==> config.mk <==
export PLATFORM = sky130hd
export DESIGN_NAME = websocket_client_frame_encoder
export DESIGN_NICKNAME = d
export VERILOG_FILES = /design/src/hw/rtl/wsce_pkg.sv /design/src/hw/rtl/wsce_front.sv /design/src/hw/rtl/wsce_queue.sv /design/src/hw/rtl/wsce_back.sv /design/src/hw/rtl/websocket_client_frame_encoder.sv
export SDC_FILE = /design/constraint.sdc
export NUM_CORES = 1
export LEC_CHECK = 0
export BUFFER_PORTS_ARGS = -buffer_cell sky130_fd_sc_hd__buf_2
export CAP_MARGIN = 20
export CORE_ASPECT_RATIO = 1.4
export CORE_UTILIZATION = 43
export CTS_BUF_LIST = sky130_fd_sc_hd__clkbuf_16
export DETAILED_ROUTE_END_ITERATION = 12
export SLEW_MARGIN = 20
export SYNTH_ARGS = -nofsm -noshare
export SYNTH_HDL_FRONTEND = slang
export SYNTH_SLANG_ARGS = --single-unit
==> constraint.sdc <==
create_clock -name clock -period 6.2 [get_ports clock]
set_clock_uncertainty 0.15 [all_clocks]
set_input_delay 1.24 -clock clock [delete_from_list [all_inputs] [get_ports clock]]
set_output_delay 1.24 -clock clock [all_outputs]
set_load 0.005 [all_outputs]
==> src/hw/rtl/wsce_pkg.sv <==
`default_nettype none
// ---------------------------------------------------------------------------
// wsce_pkg
// Shared types, constants and header byte selection for the masked client
// frame encoder.
// ---------------------------------------------------------------------------
package wsce_pkg;

   // Item codes
   localparam logic OP_BEGIN = 1'b0;
   localparam logic OP_DATA  = 1'b1;

   // Frame format constants
   localparam logic [7:0]  FIN_BIT       = 8'h80;
   localparam logic [7:0]  MASK_BIT      = 8'h80;
   localparam logic [16:0] SHORT_LEN_MAX = 17'd125;
   localparam logic [7:0]  EXT16_MARK    = 8'd126;
   localparam logic [16:0] LEN_MAX       = 17'd65535;

   // Index of the last header byte for each header form
   localparam logic [2:0] HDR_LAST_SHORT = 3'd5;
   localparam logic [2:0] HDR_LAST_LONG  = 3'd7;

   // Job queue between front and back end (depth is a power of two)
   localparam int QUEUE_DEPTH = 2;
   localparam int QPTR_W      = $clog2(QUEUE_DEPTH);
   localparam int QCNT_W      = $clog2(QUEUE_DEPTH + 1);

   typedef enum logic [1:0] {
      STATUS_OK     = 2'd0,
      STATUS_REJECT = 2'd1,
      STATUS_STRAY  = 2'd2
   } status_type;

   typedef enum logic {
      JOB_SINGLE = 1'b0,
      JOB_HEADER = 1'b1
   } job_kind_type;

   typedef struct packed {
      logic        op;
      logic [3:0]  frame_opcode;
      logic [16:0] payload_length;
      logic [31:0] mask_key;
      logic [7:0]  data_byte;
   } req_item_type;

   typedef struct packed {
      logic [7:0] out_byte;
      logic       last_of_run;
      logic       frame_done;
      status_type status;
   } rsp_item_type;

   // One unit of work for the back end: a single result or a whole header
   typedef struct packed {
      job_kind_type kind;
      logic [7:0]   byte_val;
      logic         done;
      status_type   status;
      logic [3:0]   opcode;
      logic [15:0]  length;
      logic [31:0]  key;
      logic         hdr_long;
   } job_type;

   typedef struct packed {
      logic empty;
      logic full;
   } q_status_type;

   // Select header byte idx of a frame header
   function automatic logic [7:0] hdr_byte(input job_type job, input logic [2:0] idx);
      logic [7:0] b;
      b = 8'h00;
      if (job.hdr_long) begin
         unique case (idx)
            3'd0: b = FIN_BIT | {4'h0, job.opcode};
            3'd1: b = MASK_BIT | EXT16_MARK;
            3'd2: b = job.length[15:8];
            3'd3: b = job.length[7:0];
            3'd4: b = job.key[31:24];
            3'd5: b = job.key[23:16];
            3'd6: b = job.key[15:8];
            3'd7: b = job.key[7:0];
            default: b = 8'h00;
         endcase
      end else begin
         unique case (idx)
            3'd0: b = FIN_BIT | {4'h0, job.opcode};
            3'd1: b = MASK_BIT | {1'b0, job.length[6:0]};
            3'd2: b = job.key[31:24];
            3'd3: b = job.key[23:16];
            3'd4: b = job.key[15:8];
            3'd5: b = job.key[7:0];
            default: b = 8'h00;
         endcase
      end
      return b;
   endfunction

endpackage
`default_nettype wire

==> src/hw/rtl/wsce_front.sv <==
`default_nettype none
// ---------------------------------------------------------------------------
// wsce_front
// Accepts items, tracks the open frame, masks payload bytes and posts one
// job per item to the queue. Holds the link_up register.
// ---------------------------------------------------------------------------
module wsce_front (
   input  wire                    clock,
   input  wire                    reset,
   input  wire                    csr_valid,
   output logic                   csr_ready,
   input  wire                    csr_data,
   input  wire                    req_valid,
   output logic                   req_stall,
   input  wsce_pkg::req_item_type req_item,
   output logic                   push,
   output wsce_pkg::job_type      push_job,
   input  wsce_pkg::q_status_type q_status
);
   import wsce_pkg::*;

   logic        link_up_ff, link_up_in;
   logic        frame_active_ff, frame_active_in;
   logic [15:0] bytes_left_ff, bytes_left_in;
   logic [1:0]  mask_phase_ff, mask_phase_in;
   logic [31:0] mask_word_ff, mask_word_in;

   logic       rejected;
   logic [7:0] mask_byte;

   assign csr_ready = 1'b1;
   assign req_stall = q_status.full;
   assign push      = req_valid && !q_status.full;

   // Pick the mask byte for the current phase, top byte first
   always_comb begin
      unique case (mask_phase_ff)
         2'd0: mask_byte = mask_word_ff[31:24];
         2'd1: mask_byte = mask_word_ff[23:16];
         2'd2: mask_byte = mask_word_ff[15:8];
         2'd3: mask_byte = mask_word_ff[7:0];
         default: mask_byte = 8'h00;
      endcase
   end

   // Classify the item and build its job and the next frame state
   always_comb begin
      rejected        = !link_up_ff || (req_item.payload_length > LEN_MAX);
      link_up_in      = (csr_valid && csr_ready) ? csr_data : link_up_ff;
      frame_active_in = frame_active_ff;
      bytes_left_in   = bytes_left_ff;
      mask_phase_in   = mask_phase_ff;
      mask_word_in    = mask_word_ff;

      push_job          = '0;
      push_job.kind     = JOB_SINGLE;
      push_job.status   = STATUS_OK;
      push_job.opcode   = req_item.frame_opcode;
      push_job.length   = req_item.payload_length[15:0];
      push_job.key      = req_item.mask_key;
      push_job.hdr_long = req_item.payload_length > SHORT_LEN_MAX;

      priority if (req_item.op == OP_BEGIN) begin
         // Drop any open frame, then open the new one if allowed
         frame_active_in = 1'b0;
         bytes_left_in   = '0;
         mask_phase_in   = '0;
         if (rejected) begin
            push_job.status = STATUS_REJECT;
         end else begin
            push_job.kind   = JOB_HEADER;
            push_job.done   = (req_item.payload_length == '0);
            mask_word_in    = req_item.mask_key;
            bytes_left_in   = req_item.payload_length[15:0];
            frame_active_in = (req_item.payload_length != '0);
         end
      end else if (!frame_active_ff) begin
         push_job.status = STATUS_STRAY;
      end else begin
         // Mask one payload byte and advance
         push_job.byte_val = req_item.data_byte ^ mask_byte;
         push_job.done     = (bytes_left_ff == 16'd1);
         bytes_left_in     = bytes_left_ff - 16'd1;
         mask_phase_in     = mask_phase_ff + 2'd1;
         frame_active_in   = (bytes_left_ff != 16'd1);
      end
   end

   // Frame state and configuration registers
   always_ff @(posedge clock) begin
      if (reset) begin
         link_up_ff      <= 1'b0;
         frame_active_ff <= 1'b0;
         bytes_left_ff   <= '0;
         mask_phase_ff   <= '0;
      end else begin
         link_up_ff <= link_up_in;
         if (push) begin
            frame_active_ff <= frame_active_in;
            bytes_left_ff   <= bytes_left_in;
            mask_phase_ff   <= mask_phase_in;
         end
      end
   end

   // Mask key holds no control state
   always_ff @(posedge clock) begin
      if (push) begin
         mask_word_ff <= mask_word_in;
      end
   end

   a_active_has_bytes : assert property (@(posedge clock) disable iff (reset)
      frame_active_ff |-> (bytes_left_ff != '0))
      else $error("open frame with no bytes left");

   a_idle_no_bytes : assert property (@(posedge clock) disable iff (reset)
      !frame_active_ff |-> (bytes_left_ff == '0))
      else $error("bytes left outside a frame");

endmodule
`default_nettype wire

==> src/hw/rtl/wsce_queue.sv <==
`default_nettype none
// ---------------------------------------------------------------------------
// wsce_queue
// Short job queue that decouples the front end from the byte emitter.
// ---------------------------------------------------------------------------
module wsce_queue (
   input  wire                    clock,
   input  wire                    reset,
   input  wire                    push,
   input  wsce_pkg::job_type      push_job,
   input  wire                    pop,
   output wsce_pkg::job_type      head_job,
   output wsce_pkg::q_status_type q_status
);
   import wsce_pkg::*;

   job_type             slot_ff [QUEUE_DEPTH];
   logic [QPTR_W-1:0]   wr_ptr_ff, wr_ptr_in;
   logic [QPTR_W-1:0]   rd_ptr_ff, rd_ptr_in;
   logic [QCNT_W-1:0]   count_ff, count_in;

   assign head_job       = slot_ff[rd_ptr_ff];
   assign q_status.empty = (count_ff == '0);
   assign q_status.full  = (count_ff == QCNT_W'(QUEUE_DEPTH));

   // Advance pointers and fill count
   always_comb begin
      wr_ptr_in = push ? wr_ptr_ff + 1'b1 : wr_ptr_ff;
      rd_ptr_in = pop  ? rd_ptr_ff + 1'b1 : rd_ptr_ff;
      count_in  = count_ff;
      if (push && !pop) begin
         count_in = count_ff + 1'b1;
      end else if (pop && !push) begin
         count_in = count_ff - 1'b1;
      end
   end

   always_ff @(posedge clock) begin
      if (reset) begin
         wr_ptr_ff <= '0;
         rd_ptr_ff <= '0;
         count_ff  <= '0;
      end else begin
         wr_ptr_ff <= wr_ptr_in;
         rd_ptr_ff <= rd_ptr_in;
         count_ff  <= count_in;
      end
   end

   // Store the job at the write slot
   always_ff @(posedge clock) begin
      if (push) begin
         slot_ff[wr_ptr_ff] <= push_job;
      end
   end

   a_pop_not_empty : assert property (@(posedge clock) disable iff (reset)
      pop |-> !q_status.empty)
      else $error("queue popped while empty");

   a_ptr_count : assert property (@(posedge clock) disable iff (reset)
      (count_ff == '0 || count_ff == QCNT_W'(QUEUE_DEPTH)) |-> (wr_ptr_ff == rd_ptr_ff))
      else $error("queue pointers disagree with fill count");

endmodule
`default_nettype wire

==> src/hw/rtl/wsce_back.sv <==
`default_nettype none
// ---------------------------------------------------------------------------
// wsce_back
// Turns queued jobs into result items, one byte per cycle while the output
// is not stalled, through a registered output stage.
// ---------------------------------------------------------------------------
module wsce_back (
   input  wire                    clock,
   input  wire                    reset,
   input  wsce_pkg::q_status_type q_status,
   input  wsce_pkg::job_type      head_job,
   output logic                   pop,
   output logic                   rsp_valid,
   input  wire                    rsp_stall,
   output wsce_pkg::rsp_item_type rsp_item
);
   import wsce_pkg::*;

   logic         rsp_valid_ff, rsp_valid_in;
   rsp_item_type rsp_item_ff, rsp_item_in;
   logic [2:0]   hdr_idx_ff, hdr_idx_in;

   logic [2:0] hdr_last;
   logic       last_byte;
   logic       out_free;
   logic       emit;

   assign rsp_valid = rsp_valid_ff;
   assign rsp_item  = rsp_item_ff;

   // Build the next result from the head job
   always_comb begin
      hdr_last  = head_job.hdr_long ? HDR_LAST_LONG : HDR_LAST_SHORT;
      last_byte = (head_job.kind == JOB_SINGLE) || (hdr_idx_ff == hdr_last);
      out_free  = !rsp_valid_ff || !rsp_stall;
      emit      = !q_status.empty && out_free;
      pop       = emit && last_byte;

      rsp_item_in.last_of_run = last_byte;
      rsp_item_in.frame_done  = last_byte && head_job.done;
      rsp_item_in.status      = head_job.status;
      unique case (head_job.kind)
         JOB_SINGLE: rsp_item_in.out_byte = head_job.byte_val;
         JOB_HEADER: rsp_item_in.out_byte = hdr_byte(head_job, hdr_idx_ff);
         default:    rsp_item_in.out_byte = 8'h00;
      endcase

      hdr_idx_in = hdr_idx_ff;
      if (emit && head_job.kind == JOB_HEADER) begin
         hdr_idx_in = last_byte ? 3'd0 : hdr_idx_ff + 3'd1;
      end

      rsp_valid_in = emit || (rsp_valid_ff && rsp_stall);
   end

   always_ff @(posedge clock) begin
      if (reset) begin
         rsp_valid_ff <= 1'b0;
         hdr_idx_ff   <= '0;
      end else begin
         rsp_valid_ff <= rsp_valid_in;
         hdr_idx_ff   <= hdr_idx_in;
      end
   end

   // Load the output register
   always_ff @(posedge clock) begin
      if (emit) begin
         rsp_item_ff <= rsp_item_in;
      end
   end

   a_hdr_idx_header : assert property (@(posedge clock) disable iff (reset)
      (hdr_idx_ff != 3'd0) |-> (!q_status.empty && head_job.kind == JOB_HEADER))
      else $error("header index running without a header job");

   a_hdr_idx_range : assert property (@(posedge clock) disable iff (reset)
      (hdr_idx_ff != 3'd0) |-> (hdr_idx_ff <= hdr_last))
      else $error("header index past last header byte");

endmodule
`default_nettype wire

==> src/hw/rtl/websocket_client_frame_encoder.sv <==
`default_nettype none
// ---------------------------------------------------------------------------
// websocket_client_frame_encoder
// Masked client frame encoder: header generation and payload masking.
// ---------------------------------------------------------------------------
// A payload byte item is taken every cycle unless the job queue is full. Its
// masked byte is written into the job queue and then into the output register
// before it is offered on the output. Payload therefore streams at one byte
// per clock while the output is not stalled. A begin item gives six header bytes
// (length up to 125) or eight (16-bit length). These leave the byte emitter
// one per cycle while the output is not stalled, so the item after a begin
// waits in the two-entry job queue and the input stalls once it is full.
// Rejected begins and stray payload bytes give one status item each.
// link_up is written through the csr port, which is always ready.
// ---------------------------------------------------------------------------
module websocket_client_frame_encoder (
   input  wire                    clock,
   input  wire                    reset,
   input  wire                    csr_valid,
   output logic                   csr_ready,
   input  wire                    csr_data,
   input  wire                    req_valid,
   output logic                   req_stall,
   input  wsce_pkg::req_item_type req_item,
   output logic                   rsp_valid,
   input  wire                    rsp_stall,
   output wsce_pkg::rsp_item_type rsp_item
);
   import wsce_pkg::*;

   logic         push;
   logic         pop;
   job_type      push_job;
   job_type      head_job;
   q_status_type q_status;

   wsce_front u_front (
      .clock     (clock),
      .reset     (reset),
      .csr_valid (csr_valid),
      .csr_ready (csr_ready),
      .csr_data  (csr_data),
      .req_valid (req_valid),
      .req_stall (req_stall),
      .req_item  (req_item),
      .push      (push),
      .push_job  (push_job),
      .q_status  (q_status)
   );

   wsce_queue u_queue (
      .clock    (clock),
      .reset    (reset),
      .push     (push),
      .push_job (push_job),
      .pop      (pop),
      .head_job (head_job),
      .q_status (q_status)
   );

   wsce_back u_back (
      .clock     (clock),
      .reset     (reset),
      .q_status  (q_status),
      .head_job  (head_job),
      .pop       (pop),
      .rsp_valid (rsp_valid),
      .rsp_stall (rsp_stall),
      .rsp_item  (rsp_item)
   );

endmodule
`default_nettype wire

* Word level (Yosys, flattened, before mapping)
Memory sizes are Yosys's and may differ from the RTL's. A register that Yosys moved wholly into a read port is not among the register bits.
Index checks and enable logic that the tools add are counted.
** Word-level totals
- Register bits :: 72
- Bits in latches :: 0
- RAM bits :: 130
- Memory bits (read-only) :: 0
- Input bits :: 68
- Output and inout port bits :: 15
- Word-level logic and storage cells :: 99
- Memories :: 1
** Cells by class
- Add/subtract/negate cells :: 7
- $mul :: 0
- Divide/modulo/power cells :: 0
- Order comparisons :: 2
- Equal/unequal tests :: 15
- Shifts and indexed selects :: 0
- Multiplexer cells :: 29
- Bitwise gates (word level) :: 4
- Reductions and logical operators :: 27
** Memories
- u_queue.slot_ff :: depth 2, width 65, read ports 1, clocked after memory_dff 1, wr ports 1, line wsce_queue.sv:17 : job_type slot_ff [QUEUE_DEPTH];
** Operator list (count)
- 8-bit case mux with 8 select lines :: 1
- 16-bit two-way mux :: 3
- 8-bit case mux with 6 select lines :: 1
- 8-bit case mux with 4 select lines :: 1
- 17-bit by 16-bit > comparator with 1-bit output (second input constant) :: 1
- 17-bit by 7-bit > comparator with 1-bit output (second input constant) :: 1
- 17-bit logical NOT :: 1
- 17-bit nonzero test :: 1
- 16-bit by 1-bit == test with 1-bit output (second input constant) :: 1
- 8-bit two-way mux :: 2
- 16-bit by 1-bit != test with 1-bit output (second input constant) :: 1
- 8-bit case mux with 2 select lines :: 1
- 16-bit by 1-bit subtractor with 16-bit output (second input constant) :: 1
- 3-bit == test (second input constant) :: 4
- 2-bit two-way mux :: 6
- 1-bit two-way mux :: 11
- 9-bit two-way mux :: 1
- 1-bit logical AND :: 8
- 8-bit bitwise XOR :: 1
- 1-bit logical NOT :: 7
- 2-bit == test (second input constant) :: 3
- 3-bit by 2-bit == test with 1-bit output (second input constant) :: 2
- 3-bit two-way mux :: 2
- 2-bit by 1-bit adder with 2-bit output (second input constant) :: 2
- other kinds (14) :: 21

* Depth between registers and ports, before layout
Gate-level depths: netlist of the first run.
- Depth after elaboration :: 7
- Mapped depth :: 10
- Depth with buffers taken out :: 10

* Cells and area by module
A second synthesis of the first run with hierarchy kept.
** Second synthesis, totals
- Cell total of the unflattened synthesis :: 701
- Area, all modules :: 9451.6 µm²
** Modules (own cells, without submodules)
- wsce_queue :: times used 1, cells each 224, area each 4912.2 µm², seq. area each 4003.8 µm²
- wsce_front :: times used 1, cells each 309, area each 3051.7 µm², seq. area each 1361.3 µm²
- wsce_back :: times used 1, cells each 168, area each 1487.7 µm², seq. area each 440.4 µm²

* Worst setup path before layout of the first run
No wires, ideal clock.
- Path kind :: input port to flip-flop
- From :: input req_valid
- To :: memory u_queue.slot_ff[0][0] in the netlist's numbering (enable)
- Library setup time :: 489 ps
- Data arrival time :: 4111 ps
- Data required time :: 5561 ps
- Path slack :: 1451 ps
- Stages on the path :: 2
- Path buffers :: 0
- Cell sequence :: nand2_1 > nor2_1
** On the way
- Longest elaborated chain between the ends :: 3
** RTL lines
- from (decl) :: line websocket_client_frame_encoder.sv:22 : input wire req_valid,
- 1-bit logical AND :: line wsce_front.sv:33 : assign push = req_valid && !q_status.full;
- 1-bit two-way mux :: line wsce_queue.sv:52 : if (push) begin
- 1-bit two-way mux (not written as such) :: line wsce_queue.sv:53 : slot_ff[wr_ptr_ff] <= push_job;
- to (decl) :: line wsce_queue.sv:17
Every way passes these cells.

==> summary by stage, run 1 <==
Detailed routing
The average routed wire per standard cell is 21.0 um. The detailed router finished its first iteration with 514 violations. After detailed routing, the number of remaining DRC violations is 0. Using the TritonRoute via totals, the vias-per-cell ratio works out to 5.81. The detailed-route via count is 5840. The antenna violation net count after detailed routing is 0. The number of detailed-route iterations in the first pass is 8. The total wire length after detailed routing is 21.2 mm.

Clock tree
Counting the buffers created by CTS gives 20. The cell sitting at the root of the clock tree is a sky130_fd_sc_hd__clkbuf_16. In this run the post-CTS setup repair buffer count came out at 0. The number of gates resized after CTS was 0.

After clock tree synthesis, the flow added hold-fix buffers numbering 0. TritonCTS built the clock tree. The deepest clock path buffer count is 3. The clock network latency to the later pin of the worst-skew pair is 0.49 ns. CTS built an H-tree with a depth of 1.

For this design, the sink count on the clock tree is 203. Clock-pin slew was measured on the worst setup and hold paths at 0.07 ns.

Synthesis
When the netlist entered floorplanning its net count stood at 744. The number of synthesized register bits is 203. After synthesis, the mean cell area works out to 13.5 um2. The post-synthesis instance total is 662. The mapped netlist covers 8940 um2.

The register area share after synthesis is 0.649. Counting flops with a built-in enable in the synthesized netlist gives 174. During synthesis, Yosys emitted a total of 0 warnings.

The most used flip-flop cell after synthesis is sky130_fd_sc_hd__edfxtp_1. The number of library cell types mapped by synthesis is 69. Of all flip-flops after synthesis, the portion carrying an async set or reset was 0.

Cells and area
The net count reported at finish is 817. In the layout the commonest cells are sky130_fd_sc_hd__edfxtp_1 (174), sky130_fd_sc_hd__buf_2 (81), sky130_fd_sc_hd__nand2_1 (68). Once layout is complete, the utilization of the core stands at 0.501. The repair_antennas step left the layout with diodes totalling 0. The area added between synthesis and finish is 14.6%. The library cell used most frequently in the layout, excluding fill and tap cells, is sky130_fd_sc_hd__edfxtp_1. In the final layout, the share of cells above drive strength 1 is 0.223.

Worst setup path
The arrival time at the worst endpoint is 2.99 ns. The critical path data required time is 6.20 ns. The worst setup path is of the flip-flop to flip-flop kind. Along the worst path, the maximum fanout reaches 51. The startpoint kind of the worst setup timing path is a flip-flop. The endpoint class of the critical path is a flip-flop.

Timing
For the pin with the worst max-slew slack, the measured transition is 1.06 ns. The maximum clock rate is 334 MHz. Setup repair after global routing left no endpoint under its margin. The number of hold violations in the final report is 0. Headroom to the max-slew limit came out at 0.293. Of the available clock period, the critical path in the final layout requires 0.482.

The final count of pins violating max slew came to 0. The number of setup violations in the final report is 0. The post-layout minimum cycle time is 2.99 ns. The post-route setup TNS is 0 ns.

Outcome
The run finished with clean final reports.

Floorplanning
The floorplan step defined a die boundary enclosing 21400 um2. During I/O placement, the number of pins put on the boundary was 83. The number of placement rows is 62. The overall die width is 124 um.

The die is 173 um tall. The placeable core region is 20500 um2. The initial utilization of the core area, before any placement, comes to 0.437.

Global routing
The initial antenna violation count is 0. Entering global routing, the biggest net connects 52 pins. The first global-routing pass estimated 32.1 mm of wire. The global router's overall resource usage is 0.199. Summed over all layers, the global routing overflow is 0. The via count of the first global-routing pass is 5769.

Power
IR analysis of the VDD net gives a maximum drop of 0.176 mV. In this run the power density over the cells is 389 nW/um2. The analysis attributes to cell leakage a power of 3.58 nW.

Job
The number of max-cap violations is 0.

Placement
The count of buffers added on input and output ports is 81. The congestion estimate from routability-driven global placement came to 0.894. The wire-length estimate of the detail-placed layout is 14.5 mm.

Hold path
The tightest min-delay check is of the flip-flop to flip-flop type.
kinds of logic after synthesis:
logic type,Yosys count,share of synthesized area
other cells,1,0.000419
mux,64,0.0837
simple gates,167,0.0893
fa+ha+maj,14,0.0196
xor+xnor,16,0.0157
buf+inv,56,0.0288
flops,203,0.649
compound gates,141,0.113
cells in the mapped netlist, types with 2 or more instances:
library cell / n / area share
sky130_fd_sc_hd__a32o_1: 5 / 0.0056
sky130_fd_sc_hd__nand3b_1: 2 / 0.0017
sky130_fd_sc_hd__a21oi_1: 29 / 0.016
sky130_fd_sc_hd__buf_1: 2 / 0.00084
sky130_fd_sc_hd__nand4_1: 3 / 0.0021
sky130_fd_sc_hd__mux2_2: 32 / 0.040
sky130_fd_sc_hd__buf_6: 3 / 0.0038
sky130_fd_sc_hd__and2_1: 4 / 0.0028
sky130_fd_sc_hd__edfxtp_1: 174 / 0.58
sky130_fd_sc_hd__o211ai_1: 3 / 0.0025
sky130_fd_sc_hd__a221oi_1: 4 / 0.0039
sky130_fd_sc_hd__buf_2: 5 / 0.0028
sky130_fd_sc_hd__o31a_1: 3 / 0.0029
sky130_fd_sc_hd__a2bb2oi_1: 2 / 0.0020
sky130_fd_sc_hd__a222oi_1: 18 / 0.020
sky130_fd_sc_hd__nand3_1: 8 / 0.0045
sky130_fd_sc_hd__o221ai_1: 4 / 0.0039
sky130_fd_sc_hd__o21ai_0: 21 / 0.012
sky130_fd_sc_hd__o32ai_1: 2 / 0.0020
sky130_fd_sc_hd__xnor2_1: 11 / 0.011
sky130_fd_sc_hd__mux2_1: 14 / 0.018
sky130_fd_sc_hd__a31oi_1: 3 / 0.0021
sky130_fd_sc_hd__or4_1: 3 / 0.0025
sky130_fd_sc_hd__a32oi_1: 3 / 0.0029
sky130_fd_sc_hd__nor2b_1: 6 / 0.0042
sky130_fd_sc_hd__nor2_1: 39 / 0.016
sky130_fd_sc_hd__o2111ai_1: 2 / 0.0020
sky130_fd_sc_hd__o22ai_1: 3 / 0.0021
sky130_fd_sc_hd__a22oi_1: 15 / 0.013
sky130_fd_sc_hd__nor4_1: 6 / 0.0042
sky130_fd_sc_hd__a21boi_0: 3 / 0.0025
sky130_fd_sc_hd__o21ai_1: 6 / 0.0034
sky130_fd_sc_hd__inv_1: 17 / 0.0071
sky130_fd_sc_hd__nor2_2: 2 / 0.0014
sky130_fd_sc_hd__buf_4: 5 / 0.0042
sky130_fd_sc_hd__mux2i_1: 14 / 0.016
sky130_fd_sc_hd__dfxtp_1: 29 / 0.065
sky130_fd_sc_hd__ha_1: 14 / 0.020
sky130_fd_sc_hd__a211oi_1: 6 / 0.0050
sky130_fd_sc_hd__mux4_2: 4 / 0.010
sky130_fd_sc_hd__or3_1: 4 / 0.0028
sky130_fd_sc_hd__nor3_1: 10 / 0.0056
sky130_fd_sc_hd__clkbuf_1: 22 / 0.0092
sky130_fd_sc_hd__nand2_1: 68 / 0.029
sky130_fd_sc_hd__xor2_1: 5 / 0.0049
sequential cells by signal (all words and copies together) (netlist names), named ones only:
register / cells
u_front.link_up_ff: 1
u_back.rsp_valid: 1
u_front.bytes_left_ff: 16
u_queue.wr_ptr_ff: 1
u_queue.rd_ptr_ff: 1
u_front.mask_phase_ff: 2
u_queue.count_ff: 2
u_back.rsp_item: 12
u_back.hdr_idx_ff: 3
u_front.frame_active_ff: 1
u_front.mask_word_ff: 32
u_queue.slot_ff: 130
layer usage:
metal / routed length, um / track usage / part of all wire / vias to the layer above
li1: - / - / - / 2699
met1: 8260 / 0.246 / 0.39 / 2862
met2: 10700 / 0.343 / 0.51 / 228
met3: 1250 / 0.0284 / 0.059 / 51
met4: 910 / 0.0843 / 0.043 / 0
met5: 0 / 0 / 0 / -
layout make-up:
| cell class | instances | area (um2) |
|---|---|---|
| fill | 1790 | 10200 |
| sequential | 203 | 5810 |
| multi-input combinational | 403 | 2890 |
| clock buffer | 23 | 576 |
| timing repair buffer | 88 | 470 |
| tap | 256 | 320 |
| clock inverter | 13 | 113 |
| inverter | 19 | 71.3 |
report_power, final:
group | switching, mW | internal, mW | total, mW | leakage, nW
Sequential | 0.0990 | 1.73 | 1.82 | 1.86
Clock | 0.496 | 0.747 | 1.24 | 0.350
Combinational | 0.545 | 0.373 | 0.919 | 1.38
per-stage QoR:
stage	worst slack [ns]	total power, mW	area, um2	instances	hold slack [ns]
after CTS	3.21	4.01	10300	1005	0.330
after floorplan	1.45	2.48	8940	662	0.307
after global placement	2.71	2.74	9540	968	0.308
after detailed placement	2.90	2.77	9560	969	0.321
after global routing	3.13	4.16	10300	1005	0.346
final	3.21	3.99	10300	1005	0.332
worst max-delay path, stage by stage, from the launching register on:
cell                        delay (ns)
sky130_fd_sc_hd__dfxtp_4          0.58
sky130_fd_sc_hd__buf_4            0.61
sky130_fd_sc_hd__mux2_2           0.45
sky130_fd_sc_hd__a222oi_1         0.34
sky130_fd_sc_hd__nand2_1          0.10
sky130_fd_sc_hd__o21ai_1          0.13
sky130_fd_sc_hd__o2111ai_1        0.25
worst paths after layout:
kind | from | to | slack, ns | cells past startpoint
max | flip-flop | u_back.rsp_item[9] | 3.21 | 6
max reg2reg | flip-flop | u_back.rsp_item[9] | 3.21 | 6
min reg2reg | u_back.rsp_valid | u_back.rsp_valid | 0.33 | 2
min | u_back.rsp_valid | u_back.rsp_valid | 0.33 | 2
(Power assumes the default switching activity.)
==> run 2: changes to the inputs <==
==> constraint.sdc (replaced) <==
create_clock -name clock -period 3 [get_ports clock]
set_clock_uncertainty 0.15 [all_clocks]
set_input_delay 0.6 -clock clock [delete_from_list [all_inputs] [get_ports clock]]
set_output_delay 0.6 -clock clock [all_outputs]
set_load 0.005 [all_outputs]
==> run 2 against run 1 <==
Against the previous run: cell area grew 0.54%; first-iteration DRC count down 27%; setup slack worse by 2.9 ns; wire length up 7.7%; combinational power rose by 120%; critical path depth up 1; utilization increased by 0.27 points; highest routed layer unchanged.
==> summary by stage, run 2 (synthesis gave the netlist of run 1 again) <==
Floorplanning
In this run the vertical extent of the chip is 173 um. The placeable core region is 20500 um2. The area of the die is 21400 um2. The I/O pin total is 83.

The overall die width is 124 um. For this configuration, the core starts out at a cell density of 0.437. After floorplanning, the core was divided into 62 placement rows.

Clock tree
The deepest clock path buffer count is 3. The clock tree from TritonCTS is built. The tree is rooted in a sky130_fd_sc_hd__clkbuf_16. For the worst-skew pair, the clock arrives at the later sink with an insertion delay of 0.50 ns. In this run the post-CTS setup repair buffer count came out at 0. In this run the number of H-tree levels came out at 1. The total number of clock tree sinks is 203.

Clock-pin slew was measured on the worst setup and hold paths at 0.06 ns. The number of buffers inserted by hold repair at cts is 0. The number of gates resized after CTS is 0. Counting the buffers created by CTS gives 21.

Detailed routing
The detailed-route via count is 5814. After detailed routing, the number of remaining DRC violations is 0. The first TritonRoute pass finished after 8 iterations. The iteration-0 DRC count of the detailed router is 374. The antenna violation net count after detailed routing is 0. Dividing the detail-routed wire length by the instance count gives 22.4 um. The total wire length after detailed routing is 22.8 mm. After detailed routing, the number of vias per cell comes to 5.71.

Power
The leakage power summed over all cells is 3.62 nW. VDD sags by at most 0.523 mV. Power comes to 8.21 mW. In this run the power density over the cells is 797 nW/um2.

Cells and area
The area added between synthesis and finish is 15.2%. Ranked by flip-flop count, first place goes to u_queue.slot_ff. The share of layout cells above drive strength 1 is 0.237.

The number of flip-flops in the largest register is 130. The sequential cell area is 5810 um2. The share of the core filled with cells is 0.503. The filler cells instantiated in the layout total 1805.

In the layout the commonest cells are sky130_fd_sc_hd__edfxtp_1 (174), sky130_fd_sc_hd__buf_2 (81), sky130_fd_sc_hd__nand2_1 (68). Leaving out fill and tap cells, the most frequent cell in the layout is sky130_fd_sc_hd__edfxtp_1. 0 antenna diodes ended up in the layout.

The largest registers in the layout are u_queue.slot_ff x130, u_front.mask_word_ff x32, u_front.bytes_left_ff x16. The net count reported at finish is 830. Summing all multi-input logic gate instances after layout gives 2890 um2.

Worst setup path
The worst setup path is captured at a flip-flop. The critical path data required time is 3.07 ns. The arrival time at the worst endpoint is 2.71 ns. Along the worst path, the maximum fanout reaches 10. The critical path class is flip-flop to flip-flop. The startpoint kind of the worst setup timing path is a flip-flop.

Placement
Routability-driven placement finished with a final weighted congestion of 0.858. The total half-perimeter wirelength after legalization and detailed placement is 15.9 mm. The count of buffers added on input and output ports is 81. The setup slack at placement is 0.412 ns.

Timing
The number of setup violations in the final report is 0. The relative slew slack is 0.547. The number of hold violations in the final report is 0. The final count of pins violating max slew is 0.

For the pin with the worst max-slew slack, the measured transition is 0.679 ns. The maximum clock rate is 378 MHz. The post-layout minimum cycle time is 2.64 ns.

Setup repair after global routing left no endpoint under its margin. The worst path setup slack after routing is 0.356 ns. The post-route setup TNS is 0 ns. In the finished design, the share of the clock period the worst path needs comes to 0.881.

Outcome
The run finished with clean final reports.

Global routing
In the global route stage, overall resource usage came out at 0.218. The via count of the first global-routing pass is 6103. The remaining global-route overflow is 0. The wire length of the first global-routing pass is 34.9 mm. The initial antenna violation count was 0. The pin count of the biggest net entering global routing is 66.

Hold path
In this run the worst hold path is classified as input pin to flip-flop.

Job
The number of max-cap violations is 0.
run 2: changes by cell type in the layout (fill, tap and decap cells not counted), sizes merged:
cell,before,now
clkbuf,23,21
buf,88,100
clkinv,7,12
bufinv,2,1
run 2: path summary, 6_finish.rpt:
kind                                      startpoint                     end  slack (ns)  cells past startpoint
worst min-delay path                    req_item[58]  u_queue.slot_ff[1][50]        0.14                      1
worst min register to register      u_back.rsp_valid        u_back.rsp_valid        0.33                      2
worst max-delay path            u_back.hdr_idx_ff[1]     u_back.rsp_item[11]        0.36                      7
worst max register to register  u_back.hdr_idx_ff[1]     u_back.rsp_item[11]        0.36                      7
run 2: stage by stage:
step,hold slack (ns),instances,area (um2)
floorplan,0.307,662,8950
global placement,0.309,981,9670
detailed placement,0.319,981,9670
CTS,0.128,1019,10300
global route,0.126,1019,10300
finish,0.143,1019,10300
run 2: cell type report:
cell class,instances,share of cell area
Tap cell,256,0.0311
Clock buffer,21,0.0510
Multi-Input combinational cell,403,0.281
Inverter,19,0.00692
Sequential cell,203,0.564
Clock inverter,17,0.0112
Timing Repair Buffer,100,0.0556
run 2: report_power, final:
group	total, mW	internal [mW]	switching (mW)	leakage [nW]
Clock	2.42	1.37	1.05	0.324
Combinational	2.02	0.819	1.20	1.44
Sequential	3.77	3.57	0.205	1.86
run 2: worst max-delay path, cell delays in order (launching register included):
cell and delay [ns]:
sky130_fd_sc_hd__dfxtp_1 0.53, sky130_fd_sc_hd__inv_1 0.15, sky130_fd_sc_hd__ha_1 0.35, sky130_fd_sc_hd__and2_1 0.38
sky130_fd_sc_hd__a222oi_1 0.38, sky130_fd_sc_hd__nand3_1 0.12, sky130_fd_sc_hd__a31oi_1 0.15, sky130_fd_sc_hd__o221ai_1 0.16
run 2: per-layer routing:
layer  share of wire  vias up  GRT usage
li1                -     2723          -
met1            0.41     2881      0.272
met2            0.52      178      0.388
met3           0.047       32     0.0257
met4           0.025        0     0.0648
met5               0        -          0
==> run 3: changes to the inputs <==
--- a/config.mk
+++ b/config.mk
@@ -10,7 +10,9 @@
 export CORE_ASPECT_RATIO = 1.4
 export CORE_UTILIZATION = 43
 export CTS_BUF_LIST = sky130_fd_sc_hd__clkbuf_16
+export CTS_CLUSTER_SIZE = 12
 export DETAILED_ROUTE_END_ITERATION = 12
+export MAX_ROUTING_LAYER = met4
 export SLEW_MARGIN = 20
 export SYNTH_ARGS = -nofsm -noshare
 export SYNTH_HDL_FRONTEND = slang
==> run 3 against run 2 <==
Against the previous run: critical path depth fell by 1; utilization fell by 0.19 points; power fell by 1.8%; largest power group unchanged; clock-buffer cell count did not move; highest routed layer unchanged; critical endpoint is now u_back.rsp_item[4]; sequential share of layout area rose by 0.21 points; fmax rose by 1.3%; non-clock buffer count fell by 1.
==> summary by stage, run 3 (synthesis gave the netlist of run 1 again) <==
Outcome
The flow ran to the end, and the final reports show no timing, DRC or antenna violations.

Cells and area
After the last flow step, the layout net total stands at 829. The sequential cells in the finished layout cover a total of 5810 um2. The non-filler instance count after layout is 1018. The largest registers in the layout are u_queue.slot_ff x130, u_front.mask_word_ff x32, u_front.bytes_left_ff x16.

In the final layout, the share of cells above drive strength 1 is 0.227. Summing all multi-input logic gate instances after layout gives 2890 um2. The repair_antennas step left the layout with diodes totalling 0. The number of flip-flops in the largest register is 130.

The largest register by flop count is u_queue.slot_ff. The library cells used most frequently in the layout, excluding fill and tap cells, are sky130_fd_sc_hd__edfxtp_1 (174), sky130_fd_sc_hd__buf_2 (81), sky130_fd_sc_hd__nand2_1 (68). The area added between synthesis and finish is 14.8%.

Fill cells in the final layout number 1839. The most common cell after layout, fill and taps aside is sky130_fd_sc_hd__edfxtp_1.

Timing
The maximum clock rate is 383 MHz. The number of setup violations in the final report is 0. The worst pin sits at a relative slew slack of 0.539. The worst path setup slack after routing is 0.390 ns.

The number of hold violations in the final report is 0. Setup repair after global routing left no endpoint under its margin. The final count of pins violating max slew is 0.

The post-route setup TNS is 0 ns. For the pin with the worst max-slew slack, the measured transition is 0.691 ns. The post-layout minimum cycle time is 2.61 ns. The worst hold-check slack is 0.147 ns. In the finished design, the share of the clock period the worst path needs comes to 0.870.

Worst setup path
In this run the worst path has a maximum fanout of 14. Data on the critical path arrives at its endpoint at 2.76 ns. Across all register-to-register paths, the minimum setup slack is 0.39 ns. The launch point of the worst reg-to-reg path is u_back.hdr_idx_ff[1]. The critical path data required time is 3.15 ns.

The critical path class is flip-flop to flip-flop. The critical path starts at u_back.hdr_idx_ff[1]. Counting cells, the worst reg-to-reg path comes to 6. The reg-to-reg endpoint is u_back.rsp_item[4].

The worst setup path is captured at a flip-flop. The worst setup path is launched from a flip-flop.

Hold path
The worst hold path endpoint is u_queue.slot_ff[0][50]. Counting instances, the worst hold path has a depth of 1. The startpoint of the lowest-slack hold path is req_item[58]. The class of the worst hold path is input pin to flip-flop.

Placement
The quantity of I/O buffers inserted on ports is 81. At the placement stage, the worst setup path has a slack of 0.379 ns. Once placement completed, the tool counted placed cells totaling 980.

After legalization and detailed placement, the total HPWL measured 15.9 mm. The congestion estimate from routability-driven global placement came to 0.863.

Power
The worst-case IR drop observed on VDD is 0.351 mV. The power density over cell area is 785 nW/um2. The analysis attributes to cell leakage a power of 3.64 nW.

Clock tree
The clock root buffer master is sky130_fd_sc_hd__clkbuf_16. In this run, post-CTS repair resized a total of 0 instances. In this run the post-CTS setup repair buffer count came out at 0. The clock-pin slew of the registers on the worst-case setup and hold paths is 0.06 ns.

No sink is reached through more buffers than the 3 on the longest clock path. The number of levels the H-tree was split into is 1. The tree built by TritonCTS fans out to 203 sinks.

The number of buffers inserted by hold repair at cts is 0. The clock tree from TritonCTS is built. The clock network latency to the later pin of the worst-skew pair is 0.50 ns. Buffers inserted during clock tree synthesis total 21.

Detailed routing
The average routed wire per standard cell is 22.5 um. The antenna violation net count after detailed routing is 0. In the routed design, unresolved DRC markers number 0.

For this run, the detailed router's first-pass iteration total came to 6. After detailed routing, the number of vias per cell comes to 5.78. The detailed-route via count is 5887. The total wire length after detailed routing is 22.9 mm. The detailed router finished its first iteration with 500 violations.

Global routing
In the global route stage, overall resource usage came out at 0.228. For this run the aggregate overflow at the end of global routing stands at 0. The initial antenna violation count is 0. The wire length of the first global-routing pass is 34.9 mm.

The via count of the first global-routing pass is 6069. Entering global routing, the biggest net connects 66 pins.

Job
The number of max-cap violations is 0.

Floorplanning
The placeable core region is 20500 um2. Row generation in the floorplan step produced 62 rows. The I/O pin total is 83. The area of the die is 21400 um2. The starting density of the core is 0.437.

The die is 173 um tall. The overall die width is 124 um.
[run 3: metrics by stage]
| step | power (mW) | area [um2] | util |
|---|---|---|---|
| after CTS | 8.16 | 10300 | 0.501 |
| after global routing | 8.46 | 10300 | 0.501 |
| final | 8.06 | 10300 | 0.501 |
| after global placement | 5.82 | 9670 | 0.472 |
| after floorplan | 5.12 | 8950 | - |
| after detailed placement | 5.86 | 9670 | 0.472 |
[run 3: critical path, cell delays in order, from the launching register on]
cell	delay, ns
sky130_fd_sc_hd__dfxtp_1	0.52
sky130_fd_sc_hd__ha_1	0.28
sky130_fd_sc_hd__ha_1	0.61
sky130_fd_sc_hd__a222oi_1	0.24
sky130_fd_sc_hd__nand4_1	0.15
sky130_fd_sc_hd__o21ai_0	0.13
sky130_fd_sc_hd__a221oi_1	0.33
[run 3: worst max path at each step]
stage,to,slack [ns]
after floorplan,u_front.mask_word_ff[0],0.23
after global placement,u_back.rsp_item[4],0.47
after detailed placement,u_front.bytes_left_ff[3],0.38
after CTS,u_back.rsp_item[4],0.40
after global routing,u_back.rsp_item[4],0.27
final,u_back.rsp_item[4],0.39
[run 3: report_power, final]
part	internal [mW]	switching (mW)	total (mW)
Clock	1.27	1.02	2.29
Sequential	3.57	0.171	3.74
Combinational	0.823	1.21	2.03
[run 3: cell type report]
class | count | area share
clock inverter | 17 | 0.00695
timing repair buffer | 99 | 0.0563
clock buffer | 21 | 0.0512
inverter | 19 | 0.00695
tap | 256 | 0.0312
sequential | 203 | 0.566
multi-input combinational | 403 | 0.282
[run 3: per-layer routing]
metal	up-vias	part of all wire	routed length, um	global-route usage
met2	198	0.52	11900	0.385
met4	0	0.036	818	0.0904
met3	44	0.046	1050	0.0244
li1	2730	-	-	-
met5	-	0	0	-
met1	2915	0.40	9140	0.274
